`config.mk`:
```
export PLATFORM = sky130hd
export DESIGN_NAME = lru_key_value_cache_flat
export DESIGN_NICKNAME = d
export VERILOG_FILES = /design/src/rtl/lkvc_pkg.sv /design/src/rtl/lkvc_if.sv /design/src/rtl/lkvc_ctrl.sv /design/src/rtl/lkvc_datapath.sv /design/src/rtl/lru_key_value_cache.sv /design/src/flat_wrapper.sv
export SDC_FILE = /design/constraint.sdc
export NUM_CORES = 2
export LEC_CHECK = 0
export BUFFER_PORTS_ARGS = -buffer_cell sky130_fd_sc_hd__buf_4
export CAP_MARGIN = 10
export CELL_PAD_IN_SITES_DETAIL_PLACEMENT = 1
export CELL_PAD_IN_SITES_GLOBAL_PLACEMENT = 2
export CORE_ASPECT_RATIO = 0.5
export CORE_UTILIZATION = 49
export DETAILED_ROUTE_END_ITERATION = 8
export PLACE_DENSITY = 0.84
export SETUP_SLACK_MARGIN = 0.1
export SYNTH_ARGS = -nofsm -noshare
export SYNTH_HDL_FRONTEND = slang
export SYNTH_HIERARCHICAL = 1
export SYNTH_SLANG_ARGS = --single-unit
```
`constraint.sdc`:
```
create_clock -name clk -period 16.6 [get_ports clk]
set_input_delay 1.66 -clock clk [delete_from_list [all_inputs] [get_ports clk]]
set_output_delay 1.66 -clock clk [all_outputs]
set_load 0.005 [all_outputs]
```
`src/rtl/lkvc_pkg.sv`:
```
// Shared types and constants for the LRU key-value cache.
// Used by the interfaces, the controller, the datapath and the top level.
`default_nettype none

package lkvc_pkg;

    // default number of entries
    localparam int MAX_ENTRIES = 16;

    // fixed field widths
    localparam int KEY_W = 32;
    localparam int VAL_W = 32;
    localparam int CAP_W = 5;
    localparam int OCC_W = 5;

    // capacity after reset
    localparam logic [CAP_W-1:0] CAP_RESET = 5'd16;

    // request types
    localparam logic REQ_GET = 1'b0;
    localparam logic REQ_SET = 1'b1;

    // commands from the controller to the datapath
    typedef struct packed {
        logic capture;  // transaction accepted: latch request and lane compares
        logic fire;     // apply the update and load the result register
    } lkvc_cmd_t;

endpackage

`default_nettype wire

```
`src/rtl/lkvc_if.sv`:
```
// Request and response channel interfaces of the LRU key-value cache.
// Depends on lkvc_pkg for the field widths.
`default_nettype none

interface lkvc_req_if;
    logic                              valid;
    logic                              ready;
    logic                              req_type;
    logic signed [lkvc_pkg::KEY_W-1:0] req_key;
    logic signed [lkvc_pkg::VAL_W-1:0] req_value;

    modport source (output valid, output req_type, output req_key, output req_value,
                    input ready);
    modport sink   (input valid, input req_type, input req_key, input req_value,
                    output ready);
endinterface

interface lkvc_rsp_if;
    logic                              valid;
    logic                              ready;
    logic                              hit;
    logic signed [lkvc_pkg::VAL_W-1:0] read_value;
    logic        [lkvc_pkg::OCC_W-1:0] occupancy;

    modport source (output valid, output hit, output read_value, output occupancy,
                    input ready);
    modport sink   (input valid, input hit, input read_value, input occupancy,
                    output ready);
endinterface

`default_nettype wire

```
`src/rtl/lkvc_ctrl.sv`:
```
// Controller of the LRU key-value cache: request handshake, sequencing, result valid.
// Depends on lkvc_pkg for the command struct.
`default_nettype none

module lkvc_ctrl (
    input  wire logic               clk,
    input  wire logic               rst_n,
    input  wire logic               in_valid,
    output      logic               in_ready,
    output      logic               out_valid,
    input  wire logic               out_ready,
    output      lkvc_pkg::lkvc_cmd_t cmd
);

    typedef enum logic [1:0] {
        ST_IDLE = 2'b01,
        ST_EXEC = 2'b10
    } state_t;

    state_t state_reg, state_next;
    logic   out_valid_reg, out_valid_next;
    logic   accept;
    logic   fire;

    // handshake and commands
    assign in_ready    = (state_reg == ST_IDLE);
    assign accept      = in_valid && in_ready;
    assign fire        = (state_reg == ST_EXEC) && (!out_valid_reg || out_ready);
    assign cmd.capture = accept;
    assign cmd.fire    = fire;
    assign out_valid   = out_valid_reg;

    // next state
    always_comb
    begin
        state_next = state_reg;
        case (state_reg)
            ST_IDLE:
            begin
                if (accept)
                begin
                    state_next = ST_EXEC;
                end
            end
            ST_EXEC:
            begin
                if (fire)
                begin
                    state_next = ST_IDLE;
                end
            end
            default:
            begin
                state_next = ST_IDLE;
            end
        endcase
    end

    // result valid: set on update, cleared when taken
    always_comb
    begin
        if (fire)
        begin
            out_valid_next = 1'b1;
        end
        else if (out_ready)
        begin
            out_valid_next = 1'b0;
        end
        else
        begin
            out_valid_next = out_valid_reg;
        end
    end

    always_ff @(posedge clk or negedge rst_n)
    begin
        if (!rst_n)
        begin
            state_reg     <= ST_IDLE;
            out_valid_reg <= 1'b0;
        end
        else
        begin
            state_reg     <= state_next;
            out_valid_reg <= out_valid_next;
        end
    end

endmodule

`default_nettype wire

```
`src/rtl/lkvc_datapath.sv`:
```
// Datapath of the LRU key-value cache: key lanes, recency ranks, value memory,
// capacity register and result register. Depends on lkvc_pkg.
`default_nettype none

module lkvc_datapath #(
    parameter int MAX_ENTRIES = lkvc_pkg::MAX_ENTRIES
) (
    input  wire logic                               clk,
    input  wire logic                               rst_n,
    input  wire lkvc_pkg::lkvc_cmd_t                cmd,
    input  wire logic                               cfg_we,
    input  wire logic        [lkvc_pkg::CAP_W-1:0]  cfg_wdata,
    input  wire logic                               in_type,
    input  wire logic signed [lkvc_pkg::KEY_W-1:0]  in_key,
    input  wire logic signed [lkvc_pkg::VAL_W-1:0]  in_value,
    output      logic                               out_hit,
    output      logic signed [lkvc_pkg::VAL_W-1:0]  out_read_value,
    output      logic        [lkvc_pkg::OCC_W-1:0]  out_occupancy
);

    localparam int IDX_W = (MAX_ENTRIES > 1) ? $clog2(MAX_ENTRIES) : 1;
    localparam int CNT_W = $clog2(MAX_ENTRIES + 1);
    localparam int CMP_W = (CNT_W > lkvc_pkg::CAP_W) ? CNT_W : lkvc_pkg::CAP_W;

    // configuration and per-lane state
    logic [lkvc_pkg::CAP_W-1:0] capacity_reg;
    logic [lkvc_pkg::KEY_W-1:0] lane_key_reg [MAX_ENTRIES];
    logic [MAX_ENTRIES-1:0]     valid_reg, valid_next;
    logic [IDX_W-1:0]           rank_reg [MAX_ENTRIES];
    logic [IDX_W-1:0]           rank_next [MAX_ENTRIES];
    logic [CNT_W-1:0]           count_reg, count_next;

    // value store
    logic [lkvc_pkg::VAL_W-1:0] value_mem [MAX_ENTRIES];
    logic [lkvc_pkg::VAL_W-1:0] rd_data_reg;

    // captured request and lane compares
    logic                       req_type_reg;
    logic [lkvc_pkg::KEY_W-1:0] req_key_reg;
    logic [lkvc_pkg::VAL_W-1:0] req_value_reg;
    logic [MAX_ENTRIES-1:0]     match_reg, lru_reg, lru2_reg;
    logic [MAX_ENTRIES-1:0]     match_c, lru_c, lru2_c;

    // result register
    logic                       hit_out_reg;
    logic [lkvc_pkg::OCC_W-1:0] occ_out_reg;

    // update signals
    logic [IDX_W-1:0]       hit_idx;
    logic [IDX_W-1:0]       hit_rank;
    logic                   hit_any;
    logic                   lru_is_hit;
    logic [CMP_W-1:0]       cap_eff;
    logic [CMP_W-1:0]       count_w;
    logic                   is_set;
    logic                   insert;
    logic                   do_insert;
    logic [MAX_ENTRIES-1:0] evict_v;
    logic [MAX_ENTRIES-1:0] valid_after;
    logic [IDX_W-1:0]       slot;
    logic                   slot_found;
    logic [CNT_W-1:0]       count_m1;
    logic [CNT_W-1:0]       count_m2;

    // lane compares against the incoming key and the two oldest ranks
    assign count_m1 = count_reg - CNT_W'(1);
    assign count_m2 = count_reg - CNT_W'(2);

    always_comb
    begin
        for (int i = 0; i < MAX_ENTRIES; i++)
        begin
            match_c[i] = valid_reg[i] && (lane_key_reg[i] == in_key);
            lru_c[i]   = valid_reg[i] && (CNT_W'(rank_reg[i]) == count_m1);
            lru2_c[i]  = valid_reg[i] && (CNT_W'(rank_reg[i]) == count_m2);
        end
    end

    always_ff @(posedge clk)
    begin
        if (cmd.capture)
        begin
            req_type_reg  <= in_type;
            req_key_reg   <= in_key;
            req_value_reg <= in_value;
            match_reg     <= match_c;
            lru_reg       <= lru_c;
            lru2_reg      <= lru2_c;
        end
    end

    // hit lane index and rank, by and-or over the lanes
    always_comb
    begin
        hit_idx  = '0;
        hit_rank = '0;
        for (int i = 0; i < MAX_ENTRIES; i++)
        begin
            if (match_reg[i])
            begin
                hit_idx  = hit_idx | IDX_W'(i);
                hit_rank = hit_rank | rank_reg[i];
            end
        end
    end

    assign hit_any    = |match_reg;
    assign lru_is_hit = |(match_reg & lru_reg);
    assign is_set     = (req_type_reg == lkvc_pkg::REQ_SET);
    assign count_w    = CMP_W'(count_reg);
    assign cap_eff    = (CMP_W'(capacity_reg) > CMP_W'(MAX_ENTRIES)) ?
                        CMP_W'(MAX_ENTRIES) : CMP_W'(capacity_reg);
    assign insert     = is_set && !hit_any && ((count_reg != '0) || (cap_eff != '0));

    // eviction choice; an overwrite of the oldest entry shifts the oldest to the next one
    always_comb
    begin
        evict_v = '0;
        if (is_set && hit_any)
        begin
            if (count_w > cap_eff)
            begin
                if (!lru_is_hit)
                begin
                    evict_v = lru_reg;
                end
                else if (count_reg == CNT_W'(1))
                begin
                    evict_v = match_reg;
                end
                else
                begin
                    evict_v = lru2_reg;
                end
            end
        end
        else if (insert && (count_w >= cap_eff))
        begin
            evict_v = lru_reg;
        end
    end

    assign valid_after = valid_reg & ~evict_v;

    // first free lane after the eviction
    always_comb
    begin
        slot       = '0;
        slot_found = 1'b0;
        for (int i = MAX_ENTRIES - 1; i >= 0; i--)
        begin
            if (!valid_after[i])
            begin
                slot       = IDX_W'(i);
                slot_found = 1'b1;
            end
        end
    end

    assign do_insert = insert && slot_found;

    // next valid bits and ranks
    always_comb
    begin
        for (int i = 0; i < MAX_ENTRIES; i++)
        begin
            valid_next[i] = valid_after[i] || (do_insert && (slot == IDX_W'(i)));
            rank_next[i]  = rank_reg[i];
            if (evict_v[i])
            begin
                rank_next[i] = '0;
            end
            else if (hit_any)
            begin
                if (match_reg[i])
                begin
                    rank_next[i] = '0;
                end
                else if (valid_reg[i] && (rank_reg[i] < hit_rank))
                begin
                    rank_next[i] = rank_reg[i] + IDX_W'(1);
                end
            end
            else if (do_insert)
            begin
                if (slot == IDX_W'(i))
                begin
                    rank_next[i] = '0;
                end
                else if (valid_after[i])
                begin
                    rank_next[i] = rank_reg[i] + IDX_W'(1);
                end
            end
        end
    end

    assign count_next = count_reg - CNT_W'(|evict_v) + CNT_W'(do_insert);

    // control state of the lanes
    always_ff @(posedge clk or negedge rst_n)
    begin
        if (!rst_n)
        begin
            capacity_reg <= lkvc_pkg::CAP_RESET;
            valid_reg    <= '0;
            count_reg    <= '0;
            for (int i = 0; i < MAX_ENTRIES; i++)
            begin
                rank_reg[i] <= '0;
            end
        end
        else
        begin
            if (cfg_we)
            begin
                capacity_reg <= cfg_wdata;
            end
            if (cmd.fire)
            begin
                valid_reg <= valid_next;
                count_reg <= count_next;
                for (int i = 0; i < MAX_ENTRIES; i++)
                begin
                    rank_reg[i] <= rank_next[i];
                end
            end
        end
    end

    // key lanes
    always_ff @(posedge clk)
    begin
        for (int i = 0; i < MAX_ENTRIES; i++)
        begin
            if (cmd.fire && do_insert && (slot == IDX_W'(i)))
            begin
                lane_key_reg[i] <= req_key_reg;
            end
        end
    end

    // value memory, one write and one registered read
    always_ff @(posedge clk)
    begin
        if (cmd.fire)
        begin
            if (is_set && hit_any)
            begin
                value_mem[hit_idx] <= req_value_reg;
            end
            else if (do_insert)
            begin
                value_mem[slot] <= req_value_reg;
            end
            rd_data_reg <= value_mem[hit_idx];
        end
    end

    // result register
    always_ff @(posedge clk)
    begin
        if (cmd.fire)
        begin
            hit_out_reg <= !is_set && hit_any;
            occ_out_reg <= lkvc_pkg::OCC_W'(count_next);
        end
    end

    assign out_hit        = hit_out_reg;
    assign out_read_value = hit_out_reg ? rd_data_reg : '0;
    assign out_occupancy  = occ_out_reg;

endmodule

`default_nettype wire

```
`src/rtl/lru_key_value_cache.sv`:
```
// Fully associative key-value cache with least-recently-used replacement.
// In a transaction the accepting edge latches the request and the parallel key
// compare of every lane; the update edge, taken once the response register is free
// or being read, applies the recency update and the value memory access and loads
// the response register. The response register lets a new request be accepted
// while the previous response waits. The entry count is set by MAX_ENTRIES;
// capacity resets to 16. The user must write it only while the block is idle;
// the block itself does not enforce this. Keys and values of entries never written
// hold no defined content; there is no clearing pass after reset.
// Depends on lkvc_pkg, lkvc_if, lkvc_ctrl and lkvc_datapath.
`default_nettype none

module lru_key_value_cache #(
    parameter int MAX_ENTRIES = lkvc_pkg::MAX_ENTRIES
) (
    input  wire logic                       clk,
    input  wire logic                       rst_n,
    lkvc_req_if.sink                        req,
    lkvc_rsp_if.source                      rsp,
    input  wire logic                       cfg_we,
    input  wire logic [lkvc_pkg::CAP_W-1:0] cfg_wdata
);

    lkvc_pkg::lkvc_cmd_t cmd;

    // sequencing and handshakes
    lkvc_ctrl u_ctrl (
        .clk       (clk),
        .rst_n     (rst_n),
        .in_valid  (req.valid),
        .in_ready  (req.ready),
        .out_valid (rsp.valid),
        .out_ready (rsp.ready),
        .cmd       (cmd)
    );

    // lanes, memory and result register
    lkvc_datapath #(
        .MAX_ENTRIES (MAX_ENTRIES)
    ) u_datapath (
        .clk            (clk),
        .rst_n          (rst_n),
        .cmd            (cmd),
        .cfg_we         (cfg_we),
        .cfg_wdata      (cfg_wdata),
        .in_type        (req.req_type),
        .in_key         (req.req_key),
        .in_value       (req.req_value),
        .out_hit        (rsp.hit),
        .out_read_value (rsp.read_value),
        .out_occupancy  (rsp.occupancy)
    );

endmodule

`default_nettype wire

```
`src/flat_wrapper.sv`:
```
// flat-port wrapper written by rule: the top's interface ports become plain ports
module lru_key_value_cache_flat 
#(
    parameter int MAX_ENTRIES = lkvc_pkg::MAX_ENTRIES
)
  (clk, rst_n, cfg_we, cfg_wdata, req_valid, req_req_type, req_req_key, req_req_value, req_ready, rsp_valid, rsp_hit, rsp_read_value, rsp_occupancy, rsp_ready);
  lkvc_req_if req_i ();
  lkvc_rsp_if rsp_i ();
  input  wire logic clk;
  input  wire logic rst_n;
  input  wire logic cfg_we;
  input  wire logic [lkvc_pkg::CAP_W-1:0] cfg_wdata;
  input wire logic [$bits(req_i.valid)-1:0] req_valid;
  input wire logic [$bits(req_i.req_type)-1:0] req_req_type;
  input wire logic [$bits(req_i.req_key)-1:0] req_req_key;
  input wire logic [$bits(req_i.req_value)-1:0] req_req_value;
  output wire logic [$bits(req_i.ready)-1:0] req_ready;
  output wire logic [$bits(rsp_i.valid)-1:0] rsp_valid;
  output wire logic [$bits(rsp_i.hit)-1:0] rsp_hit;
  output wire logic [$bits(rsp_i.read_value)-1:0] rsp_read_value;
  output wire logic [$bits(rsp_i.occupancy)-1:0] rsp_occupancy;
  input wire logic [$bits(rsp_i.ready)-1:0] rsp_ready;
  assign req_i.valid = req_valid;
  assign req_i.req_type = req_req_type;
  assign req_i.req_key = req_req_key;
  assign req_i.req_value = req_req_value;
  assign req_ready = req_i.ready;
  assign rsp_valid = rsp_i.valid;
  assign rsp_hit = rsp_i.hit;
  assign rsp_read_value = rsp_i.read_value;
  assign rsp_occupancy = rsp_i.occupancy;
  assign rsp_i.ready = rsp_ready;
  lru_key_value_cache #(.MAX_ENTRIES(MAX_ENTRIES)) u_core (.clk(clk), .rst_n(rst_n), .req(req_i), .rsp(rsp_i), .cfg_we(cfg_we), .cfg_wdata(cfg_wdata));
endmodule
```
==> impl_results.html <==
<table>
<tr><th>Metric</th><th>Value</th></tr>
<tr><th colspan="2">Status</th></tr>
<tr><td>Result of the run</td><td>finished clean</td></tr>
<tr><th colspan="2">Logic synthesis</th></tr>
<tr><td>Cell Area, Synth</td><td>between 0.05 and 0.06 mm^2</td></tr>
<tr><td>Share of synthesized area occupied by flip-flops and latches</td><td>approximately 67%</td></tr>
<tr><td>EDFF count, synth</td><td>1,175</td></tr>
<tr><td>Mapped Nets</td><td>4,291</td></tr>
<tr><td>Count leader, synth</td><td>edfxtp_1</td></tr>
<tr><td>Count of state elements after synthesis</td><td>about 1.3k</td></tr>
<tr><td>Mean area per synthesized cell</td><td>between 10 and 15 um^2</td></tr>
<tr><td>Area share of fa/ha/maj cells after synthesis</td><td>about 1.8%</td></tr>
<tr><td>Post-synthesis async set-or-reset flop share</td><td>~7.3%</td></tr>
<tr><td>Synthesis warning total</td><td>6</td></tr>
<tr><td>Main combinational cell family by area after synthesis</td><td>simple AND/OR/NAND/NOR gates</td></tr>
<tr><td>Mapped Cells</td><td>between 4k and 5k</td></tr>
<tr><td>Compound-Gate Fraction of Synth Area</td><td>under 10%</td></tr>
<tr><td>Share of synthesized area spent on multiplexers</td><td>less than 1%</td></tr>
<tr><td>Top-area cell type share of the netlist area</td><td>63.1%</td></tr>
<tr><td>Cell types with the largest area share after synthesis</td><td>edfxtp_1 63%, xnor2_1 7.5%, nand2_1 4.2%</td></tr>
<tr><td>XOR/XNOR share of the synthesized area</td><td>under 10%</td></tr>
<tr><td>Post-synthesis cell type count</td><td>89</td></tr>
<tr><td>Top cells by count, synth</td><td>1,175 x edfxtp_1, 621 x nand2_1, 480 x xnor2_1, 197 x clkbuf_1, 171 x nand3_1</td></tr>
<tr><td>Prevailing post-synth register cell</td><td>edfxtp_1</td></tr>
<tr><td>Biggest area consumer among synthesized cells</td><td>edfxtp_1</td></tr>
<tr><td>Area share of and/or/nand/nor cells after synthesis</td><td>approximately 11%</td></tr>
<tr><th colspan="2">Timing</th></tr>
<tr><td>RSZ-0062 raised after global routing</td><td>no</td></tr>
<tr><td>Total negative setup slack</td><td>0 ns</td></tr>
<tr><td>Clock Skews</td><td>0.0600 ns</td></tr>
<tr><td>Transition at the pin with the smallest max-transition slack</td><td>between 1 and 1.5 ns</td></tr>
<tr><td>Number of hold violations in the final report</td><td>0</td></tr>
<tr><td>Fmax achieved</td><td>around 140 MHz</td></tr>
<tr><td>Worst-case headroom to the max-slew limit</td><td>under 10%</td></tr>
<tr><td>Number of max-slew violations in the final report</td><td>0</td></tr>
<tr><td>Number of setup violations in the final report</td><td>0</td></tr>
<tr><td>Min Clock Period, post-route</td><td>7.24 ns</td></tr>
<tr><td>Fraction of the cycle the final worst path needs</td><td>between 40 and 50%</td></tr>
<tr><th colspan="2">Die</th></tr>
<tr><td>IO Pins</td><td>between 100 and 150</td></tr>
<tr><td>Full die area</td><td>roughly 0.12 mm^2</td></tr>
<tr><td>Number of standard-cell rows in the floorplan</td><td>87</td></tr>
<tr><td>Horizontal die dimension</td><td>480 um</td></tr>
<tr><td>Die height</td><td>~240 um</td></tr>
<tr><td>Placeable core area</td><td>about 0.11 mm^2</td></tr>
<tr><td>Starting density of the core</td><td>49.5%</td></tr>
<tr><th colspan="2">Clock network</th></tr>
<tr><td>Clk Latency, worst-skew pair</td><td>about 0.76 ns</td></tr>
<tr><td>H-tree levels</td><td>3</td></tr>
<tr><td>Clock tree root buffer cell</td><td>clkbuf_16</td></tr>
<tr><td>Number of clock buffers inserted by TritonCTS</td><td>about 110</td></tr>
<tr><td>Number of post-CTS setup repair buffers</td><td>0</td></tr>
<tr><td>Post-CTS resize count</td><td>0</td></tr>
<tr><td>Clock tree sinks</td><td>approximately 1.3k</td></tr>
<tr><td>Buffers from clock root to sink, at most</td><td>3</td></tr>
<tr><td>Count of hold buffers inserted by post-cts repair</td><td>0</td></tr>
<tr><td>Clock tree from TritonCTS</td><td>built</td></tr>
<tr><td>Clock-pin transition on the worst setup and hold timing paths</td><td>roughly 0.080 ns</td></tr>
<tr><th colspan="2">Routing</th></tr>
<tr><td>Vias per inst</td><td>between 6 and 7</td></tr>
<tr><td>Detail-routed net length per standard cell</td><td>slightly above 30 um</td></tr>
<tr><td>DRT antenna net count</td><td>0</td></tr>
<tr><td>Number of DRC markers after the initial detailed-route iteration</td><td>4,078</td></tr>
<tr><td>Via Count</td><td>roughly 36k</td></tr>
<tr><td>Detailed-router iteration count before antenna repair</td><td>6</td></tr>
<tr><td>Total Routed Length</td><td>roughly 180,000 um</td></tr>
<tr><td>Remaining routing DRC violations</td><td>0</td></tr>
<tr><th colspan="2">Global route</th></tr>
<tr><td>Largest net degree at the start of global routing</td><td>just under 200</td></tr>
<tr><td>Number of global-route vias before repair</td><td>37.4k</td></tr>
<tr><td>Number of antenna violations at the first check in global routing</td><td>9</td></tr>
<tr><td>Total global-route track usage</td><td>between 30% and 40%</td></tr>
<tr><td>First-pass GRT wire length</td><td>257,000 um</td></tr>
<tr><td>Overflow left after global routing</td><td>0</td></tr>
<tr><th colspan="2">Pwr</th></tr>
<tr><td>Pwr dens</td><td>124 mW/mm^2</td></tr>
<tr><td>Sw Ratio</td><td>between 20 and 30%</td></tr>
<tr><td>Reported leakage power</td><td>between 20 and 25 nW</td></tr>
<tr><td>Logic gate share of total power</td><td>approximately 17%</td></tr>
<tr><td>Seq pwr share</td><td>slightly above 50%</td></tr>
<tr><td>Worst-case vdd ir drop</td><td>between 0.08 and 0.09 mV</td></tr>
<tr><td>Net switching power</td><td>~2.3 mW</td></tr>
<tr><td>Share of total power in the clock network</td><td>around a third</td></tr>
<tr><td>Tot Pwr</td><td>7.69 mW</td></tr>
<tr><td>Internal power contribution</td><td>5.42 mW</td></tr>
<tr><th colspan="2">Worst setup path</th></tr>
<tr><td>CP most frequent cell</td><td>a211oi_1</td></tr>
<tr><td>CP top delay family</td><td>simple AND/OR/NAND/NOR gates</td></tr>
<tr><td>Largest fanout of any net on the critical path</td><td>26</td></tr>
<tr><td>Number of buffer and inverter instances along the worst setup path</td><td>1</td></tr>
<tr><td>CP endpoint kind</td><td>register</td></tr>
<tr><td>Data arrival time of the critical path</td><td>approximately 7.6 ns</td></tr>
<tr><td>Delay contributed by the slowest stage of the critical path</td><td>approximately 0.95 ns</td></tr>
<tr><td>Type of the setup path with the least slack</td><td>register to register</td></tr>
<tr><td>Data required time at the worst endpoint</td><td>17.00 ns</td></tr>
<tr><td>Critical Path, Cell by Cell</td><td>nor4_1, and4_1, o211a_1, a221oi_1, a211oi_1, o211ai_2, a211oi_1, nor2_1, nand2_1, nand3_1, nor2_4, buf_4</td></tr>
<tr><td>CP Launch Type</td><td>register</td></tr>
<tr><td>CP max stage cell</td><td>nor4_1</td></tr>
<tr><th colspan="2">Run</th></tr>
<tr><td>Max_cap viols</td><td>0</td></tr>
<tr><th colspan="2">Final layout</th></tr>
<tr><td>Area added between synthesis and finish</td><td>10.6%</td></tr>
<tr><td>Net count reported at finish</td><td>4,343</td></tr>
<tr><td>Proportion of layout cells with a drive suffix above 1</td><td>between 10% and 20%</td></tr>
<tr><td>Number of filler cells placed in the layout</td><td>between 10k and 15k</td></tr>
<tr><th colspan="2">Placed design</th></tr>
<tr><td>Detailed Place HPWL</td><td>between 100,000 and 150,000 um</td></tr>
<tr><td>Final weighted congestion of routability-driven global placement</td><td>between 0.9 and 1</td></tr>
<tr><td>Number of buffers inserted by port buffering</td><td>~110</td></tr>
<tr><th colspan="2">Hold path</th></tr>
<tr><td>Min-Delay Path Class</td><td>register to register</td></tr>
</table>
## final timing paths
kind,slack [ns],from,depth (start not counted),to
min in group asynchronous,0.96,rst_n,1,u_core/u_datapath/rank_reg[43]$_DFFE_PN0P_
max in group asynchronous,14.39,rst_n,2,u_core/u_datapath/rank_reg[49]$_DFFE_PN0P_
min,0.46,u_core/u_datapath/req_key_reg[31]$_DFFE_PP_,0,u_core/u_datapath/lane_key_reg[1][127]$_DFFE_PP_
max,9.36,u_core/u_datapath/match_reg[7]$_DFFE_PP_,12,u_core/u_datapath/value_mem[0][13]$_DFFE_PP_
min reg2reg,0.46,u_core/u_datapath/req_key_reg[31]$_DFFE_PP_,0,u_core/u_datapath/lane_key_reg[1][127]$_DFFE_PP_
max reg2reg,9.36,u_core/u_datapath/match_reg[7]$_DFFE_PP_,12,u_core/u_datapath/value_mem[0][13]$_DFFE_PP_
## cells in the final DEF (no fill, tap or decap), types with 25 or more instances in the layout
cell type and n:
xor2_1 149, clkbuf_16 108, clkbuf_1 31, buf_4 185, nand4_1 126, a311oi_1 110
xnor2_1 476, edfxtp_1 1175, nand3_1 171, o21a_1 34, o21ai_0 77, a31oi_1 40
dfrtp_1 91, a21oi_1 50, nor2_1 43, nand2_1 617, nor3_1 43, inv_1 61
a22oi_1 28, nor4_1 80, and2_1 42, and3_1 78, mux2_2 28, nor2_4 25
ha_1 79
## metrics by stage
stage / hold slack, ns / util, % / cells / instance area, um^2 / setup slack (ns)
CTS: 0.455 / 54.8 / 5789 / 61800 / 9.55
global route: 0.461 / 54.8 / 5789 / 61800 / 9.21
finish: 0.457 / 54.8 / 5794 / 61800 / 9.36
floorplan: 0.487 / - / 4136 / 55900 / 9.93
detailed placement: 0.437 / 51.8 / 5591 / 58500 / 9.56
global placement: 0.432 / 51.8 / 5591 / 58500 / 9.80
## metal layers
layer | global-route usage (%) | up-vias | part of all wire [%]
met4 | 10.2 | 4 | 3.2
met3 | 4.39 | 364 | 7.0
met2 | 52.2 | 1440 | 49
met1 | 41.1 | 19100 | 41
met5 | 0 | - | 0.024
li1 | - | 15500 | -
## cell families (layout without fill, tap and decap cells)
family | Yosys count | in the layout
buffers and inverters | 305 | 445
DFF | 1268 | 1268
muxes | 42 | 42
AOI/OAI and AO/OA | 509 | 509
and+or+nand+nor | 1303 | 1303
other | 0 | 5
xor gates and xnor gates | 629 | 629
adders and majority gates | 80 | 80
## area by class of cell
| class | instances | area, um^2 | share of cell area [%] |
|---|---|---|---|
| clock buffer | 140 | 2830 | 4.58 |
| sequential | 1268 | 37600 | 60.8 |
| tap | 1513 | 1890 | 3.06 |
| antenna | 5 | 12.5 | 0.0202 |
| timing repair buffer | 186 | 1410 | 2.28 |
| clock inverter | 58 | 509 | 0.824 |
| inverter | 61 | 229 | 0.370 |
| multi-input combinational | 2563 | 17300 | 28.0 |
## power by group through the flow
stage	Combinational, mW	Clock, mW	Sequential, mW
2_1_floorplan	0.875	0	3.80
3_3_place_gp	1.25	0	3.93
3_5_place_dp	1.31	0	3.94
4_1_cts	1.32	2.52	3.87
5_1_grt	1.42	2.63	3.88
6_report	1.32	2.49	3.88
No activity file was read; power rests on OpenSTA's default activity.
